<file path="src/rtl/tepq_pkg.sv">
`default_nettype none
// ----------------------------------------------------------------------------
// Timed event queue package
// Shared sizes, command and status codes, and the control bundles that join
// the controller and the datapath.
// ----------------------------------------------------------------------------
package tepq_pkg;

   localparam int QUEUE_DEPTH = 16;
   localparam int KIND_BITS   = 4;
   localparam int CNT_W       = $clog2(QUEUE_DEPTH + 1);

   // Fixed port widths
   localparam int TIME_W   = 64;
   localparam int KIND_W   = 4;
   localparam int CMD_W    = 3;
   localparam int STATUS_W = 2;
   localparam int PEND_W   = 5;

   typedef logic [TIME_W-1:0]    time_type;
   typedef logic [KIND_BITS-1:0] kind_type;
   typedef logic [CNT_W-1:0]     cnt_type;
   typedef logic [CMD_W-1:0]     cmd_code_type;
   typedef logic [STATUS_W-1:0]  status_type;

   localparam cmd_code_type CMD_ADVANCE = 3'd0;
   localparam cmd_code_type CMD_ARM     = 3'd1;
   localparam cmd_code_type CMD_ADD     = 3'd2;
   localparam cmd_code_type CMD_REMOVE  = 3'd3;
   localparam cmd_code_type CMD_JUMP    = 3'd4;
   localparam cmd_code_type CMD_CLEAR   = 3'd5;

   localparam status_type ST_OK    = 2'd0;
   localparam status_type ST_FULL  = 2'd1;
   localparam status_type ST_EMPTY = 2'd2;

   // Controller to datapath
   typedef struct packed {
      logic latch;        // capture the accepted request
      logic exec;         // run a non-advance command and send its response
      logic adv_add;      // add the cycle count to the running time
      logic check_quiet;  // sync check found nothing to fire: send one response
      logic fire_start;   // sync check found due events: load the fire counters
      logic fire_pop;     // send the head event and pop it
   } dp_cmd_type;

   // Datapath to controller
   typedef struct packed {
      logic cmd_is_adv;
      logic out_free;
      logic fire_due;
      logic fire_last;
   } dp_stat_type;

endpackage
`default_nettype wire

</file>
<file path="src/rtl/tepq_ctrl.sv">
`default_nettype none
// ----------------------------------------------------------------------------
// Timed event queue controller
// Sequences one request at a time: capture, execute or sync check, fire loop.
// ----------------------------------------------------------------------------
module tepq_ctrl
   import tepq_pkg::*;
(
   input  wire logic        clock,
   input  wire logic        reset,
   input  wire logic        req_valid,
   output logic             req_stall,
   input  wire dp_stat_type stat_i,
   output dp_cmd_type       cmd_o
);

   localparam logic [1:0] S_IDLE  = 2'd0;
   localparam logic [1:0] S_EXEC  = 2'd1;
   localparam logic [1:0] S_CHECK = 2'd2;
   localparam logic [1:0] S_FIRE  = 2'd3;

   logic [1:0] state_ff;
   logic [1:0] state_in;

   assign req_stall = (state_ff != S_IDLE);

   always_comb begin
      state_in = state_ff;
      cmd_o    = '0;
      case (state_ff)
         S_IDLE: begin
            if (req_valid) begin
               cmd_o.latch = 1'b1;
               state_in    = S_EXEC;
            end
         end
         S_EXEC: begin
            if (stat_i.cmd_is_adv) begin
               cmd_o.adv_add = 1'b1;
               state_in      = S_CHECK;
            end else if (stat_i.out_free) begin
               cmd_o.exec = 1'b1;
               state_in   = S_IDLE;
            end
         end
         S_CHECK: begin
            if (stat_i.fire_due) begin
               cmd_o.fire_start = 1'b1;
               state_in         = S_FIRE;
            end else if (stat_i.out_free) begin
               cmd_o.check_quiet = 1'b1;
               state_in          = S_IDLE;
            end
         end
         S_FIRE: begin
            if (stat_i.out_free) begin
               cmd_o.fire_pop = 1'b1;
               if (stat_i.fire_last) begin
                  state_in = S_IDLE;
               end
            end
         end
         default: begin
            state_in = S_IDLE;
         end
      endcase
   end

   always_ff @(posedge clock) begin
      if (reset) begin
         state_ff <= S_IDLE;
      end else begin
         state_ff <= state_in;
      end
   end

endmodule
`default_nettype wire

</file>
<file path="config.mk">
export PLATFORM = sky130hd
export DESIGN_NAME = tepq_ctrl
export DESIGN_NICKNAME = d
export VERILOG_FILES = /design/src/rtl/tepq_pkg.sv /design/src/rtl/tepq_ctrl.sv
export SDC_FILE = /design/constraint.sdc
export NUM_CORES = 1
export LEC_CHECK = 0
export ABC_AREA = 1
export ABC_CLOCK_PERIOD_IN_PS = 1200
export BUFFER_PORTS_ARGS = -buffer_cell sky130_fd_sc_hd__buf_2
export CELL_PAD_IN_SITES_DETAIL_PLACEMENT = 1
export CELL_PAD_IN_SITES_GLOBAL_PLACEMENT = 2
export CORE_AREA = 2 2 39 41
export DETAILED_ROUTE_END_ITERATION = 12
export DIE_AREA = 0 0 41 43
export MAX_ROUTING_LAYER = met4
export PLACE_DENSITY_LB_ADDON = 0.1
export SLEW_MARGIN = 20
export SYNTH_ARGS = -nofsm -noshare
export SYNTH_HDL_FRONTEND = slang
export SYNTH_SLANG_ARGS = --single-unit
</file>
<file path="constraint.sdc">
create_clock -name clock -period 1.2 [get_ports clock]
set_input_delay 0.12 -clock clock [delete_from_list [all_inputs] [get_ports clock]]
set_output_delay 0.12 -clock clock [all_outputs]
set_load 0.05 [all_outputs]
</file>
; After elaboration in Yosys (flattened, before gate mapping)
; Cells that the tools add are included.
[word_totals]
regBits = 2
input_bits = 7
output_inout_bits = 7
word_cells = 27
[op_classes]
n_eq_ne = 6
n_mux = 17
n_reduce_logical = 3
[op_table]
columns = operator, count
row1 = 2-bit two-way mux, 8
row2 = 1-bit two-way mux, 8
row3 = 2-bit case mux with 4 select lines, 1
row4 = 2-bit != test (second input constant), 3
row5 = 2-bit equality test (second input constant), 2
row6 = 3-bit AND reduction, 1
row7 = 2-bit by 1-bit equality test with 1-bit output (second input constant), 1
row8 = 2-bit logical NOT, 1
row9 = 2-bit nonzero test, 1

; Logic depth before layout (Yosys ltp)
[depth]
word_depth = 3
mapped_depth = 6
depth_no_buf = 6

; Worst setup path before layout
; No wires, ideal clock.
[synth_timing]
path_type = register to output
startpoint = register state_ff[1]
endpoint = output cmd_o[2] in the netlist's numbering
t_arrival_ns = 1.928
required_ns = 1.080
slack_ns = -0.848
stages_incl_launch_ff = 3
path_buffers = 0
cell_sequence = dfxtp_1 inv_2 nor4_1
[synth_rtl]
columns = item, line_no
row1 = from (decl), tepq_ctrl.sv:22  ; logic [1:0] state_ff;
row2 = from (signal assigned), tepq_ctrl.sv:73  ; state_ff <= state_in;
row3 = to (decl), tepq_ctrl.sv:14  ; output dp_cmd_type cmd_o

==> results.py <==
metrics = {
    "hold_path": {
        "worst_hold_startpoint": "reset",
        "worstHoldPathType": "in -> reg",
        "whs_endpoint": "state_ff[0]",
        "holdPathStages": 2,
    },
    "finish": {
        "final_layout_size_suffix_gt1_frac": 0.646,
        "post-route-cell-area_sq_um": 375,
        "nNetsFinal": 57,
        "syn_to_final_growth_pct": 103,
        "reg_top3": "state_ff: 2 flops",
        "final_util": 0.271,
        "top_register": "state_ff",
        "instances_no_fill": 64,
        "n_antenna_cell": 0,
        "largest_register_ffs": 2,
    },
    "setup_path": {
        "r2r_slack_ns": 0.17,
        "timing.critical_path.arrival_ns": 1.07,
        "worstReg2RegEnd": "state_ff[1]",
        "start_kind": "register",
        "reg2reg_depth": 7,
        "crit_path_end_kind": "output pin",
        "cp_data_required_time_ns": 1.08,
        "critical_path.max_fanout": 7,
        "worst-setup-path-type": "reg -> out",
        "worst_r2r_startpoint": "state_ff[1]",
    },
    "timing": {
        "whs_ns": 0.0616,
        "pin_slew_with_the_least_headroom_to_its_limit_ns": 0.241,
        "final.setup.tns_ns": 0,
        "fmax_mhz": 843,
        "timing.max_slew.rel_slack": 0.839,
        "hold_viol": 0,
        "postLayoutSetupSlackWorst_ns": 0.0131,
        "rsz0062_at_grt": "true",
        "layout_min_cycle_time_ns": 1.19,
        "setup_viol": 0,
        "final-max-slew-violation-count": 0,
        "fin_skew_ns": 0.00226,
        "layout_worst_path_cycle_share": 0.989,
    },
    "placed_design": {
        "gp_routability_congestion": 0.727,
        "detailedPlacementHpwl_um": 519,
        "post_dp_cell_area_sq_um": 299,
        "numPortBuffers": 13,
        "dpl.cell_count": 60,
        "place_worst_setup_slack_ns": 0.0588,
    },
    "drt": {
        "firstDrtPassIters": 2,
        "ant_nets": 0,
        "initialDrtViolationCount": 2,
        "detail_route.drc_violations": 0,
        "route.detailed.vias_per_inst": 3.98,
        "wire_per_inst_um": 9.33,
        "vias": 255,
        "wirelength_um": 597,
    },
    "synth": {
        "netlist_top_cells_count": "8 x inv_1, 4 x nand2_1, 3 x nor2_1",
        "ys_seq_area_frac": 0.216,
        "synth_seq_cells": 2,
        "postSynthAreaPerCell_sq_um": 5.97,
        "most_area_consuming_cells_after_synthesis": "dfxtp_1 22%, inv_1 16%, nand3_2 11%, nand2_1 8.1%, nand2_2 6.8%",
        "synth_compound_gate_area_share": 0.0270,
        "synth_ff_type": "dfxtp_1",
        "synthesis.yosys.warnings": 0,
        "ys_async_sr_fraction": 0,
        "synth_enable_flop_cells": 0,
        "netlist_area_sq_um": 185,
        "largest_area_contributor_in_the_synthesized_netlist": "dfxtp_1",
        "xor_xnor_share_of_the_synthesized_area": 0,
        "cells_after_synth": 31,
        "post-synth-top-count-cell": "inv_1",
        "post_synth_fa_ha_maj_area_fraction": 0,
        "synth_nets": 38,
        "post_synth_num_cell_types": 14,
        "synthMuxAreaShare": 0,
        "yosys.area.top_type_share": 0.216,
        "synth_simple_gate_area_share": 0.554,
        "combinational_family_with_the_most_area_after_synthesis": "simple AND/OR/NAND/NOR gates",
    },
    "clock_network": {
        "ctsRootBufferMaster": "clkbuf_4",
        "cts-htree-levels": 1,
        "ctsHoldBuffers": 0,
        "cts.path.max_buffers": 2,
        "insertion_delay_ns": 0.22,
        "numCtsBuffers": 3,
        "cts.reportedPaths.clkPinSlew_ns": 0.03,
        "numClockSinks": 2,
        "cts_tree": "done",
    },
    "run": {
        "cap_violations": 0,
    },
    "floorplan": {
        "core.rowCount": 14,
        "die-area_sq_um": 1760,
        "effective_utilization_at_floorplan": 0.134,
        "die_h_um": 43,
        "number_of_top_level_pins": 14,
        "floorplan.core_area_sq_um": 1380,
        "fp.dieW_um": 41,
    },
    "run_status": {
        "outcome": "complete, no violations",
    },
    "global_route": {
        "grt.total_usage": 0.0945,
        "antenna_found_initial": 0,
        "first_global_vias": 259,
        "grt_max_degree": 8,
        "gr-total-overflow": 0,
        "grt_first_pass_wirelength_mm": 1.06,
    },
    "power_and_ir_drop": {
        "worst_ir_drop_vdd_uv": 284,
        "power.static_leakage_nw": 0.208,
        "total_power_mw": 0.375,
        "power_density_of_the_placed_cells_nw_per_um2": 998,
    },
}
==> cell usage in the layout (no fill, tap or decap) <==
| cell | n |
|---|---|
| o21ai_0 | 1 |
| clkinv_1 | 1 |
| dfxtp_4 | 2 |
| inv_1 | 8 |
| inv_4 | 1 |
| nand2_1 | 4 |
| nor3_2 | 1 |
| nand3_1 | 2 |
| buf_6 | 5 |
| nor3_4 | 1 |
| nor2_1 | 1 |
| nor2_2 | 4 |
| buf_4 | 1 |
| nand3_2 | 2 |
| nor4_4 | 1 |
| buf_2 | 7 |
| clkbuf_4 | 4 |
| nand2_2 | 2 |
==> worst max-delay path, cell delays in order, from the launching register on <==
cell,delay [ns]
dfxtp_4,0.36
nor4_4,0.29
buf_6,0.19
==> power breakdown <==
part	internal [mW]	switching [mW]
Clock	0.110	0.0371
Sequential	0.0724	0.0107
Combinational	0.0475	0.0970
Total	0.230	0.145
==> routing by layer <==
layer / global-route usage / up-vias / share of wire
met5: - / - / 0
met4: 0.0800 / 0 / 0.023
met3: 0.0366 / 2 / 0.11
met2: 0.128 / 11 / 0.49
met1: 0.102 / 116 / 0.38
li1: - / 126 / -
==> cell families (layout without fill, tap and decap cells) <==
kind of cell,Yosys count,after routing
simple gates,18,18
buf+inv,10,27
flops,2,2
compound gates,1,1
==> what timing repair did <==
item	in CTS	in global routing
setup buffers	1	0
pin swaps	1	1
resized for setup	13	4
endpoints found under the setup margin	7	6
==> worst max-delay path by stage <==
stage	cells past startpoint	slack (ns)	from	to
after floorplan	2	0.03	state_ff[1]	cmd_o[2]
after global placement	3	0.08	state_ff[0]	cmd_o[4]
after detailed placement	3	0.06	state_ff[0]	cmd_o[4]
after CTS	3	-0.04	state_ff[1]	cmd_o[2]
after global routing	2	-0.05	state_ff[0]	cmd_o[2]
final	2	0.01	state_ff[0]	cmd_o[2]
==> area by class of cell <==
cell class | count | area, sq um
Sequential cell | 2 | 47.5
Tap cell | 16 | 20.0
Multi-Input combinational cell | 19 | 139
Fill cell | 169 | 1010
Timing Repair Buffer | 14 | 106
Inverter | 10 | 40.0
Clock buffer | 3 | 22.5
Power figures use the tool's default switching activity.
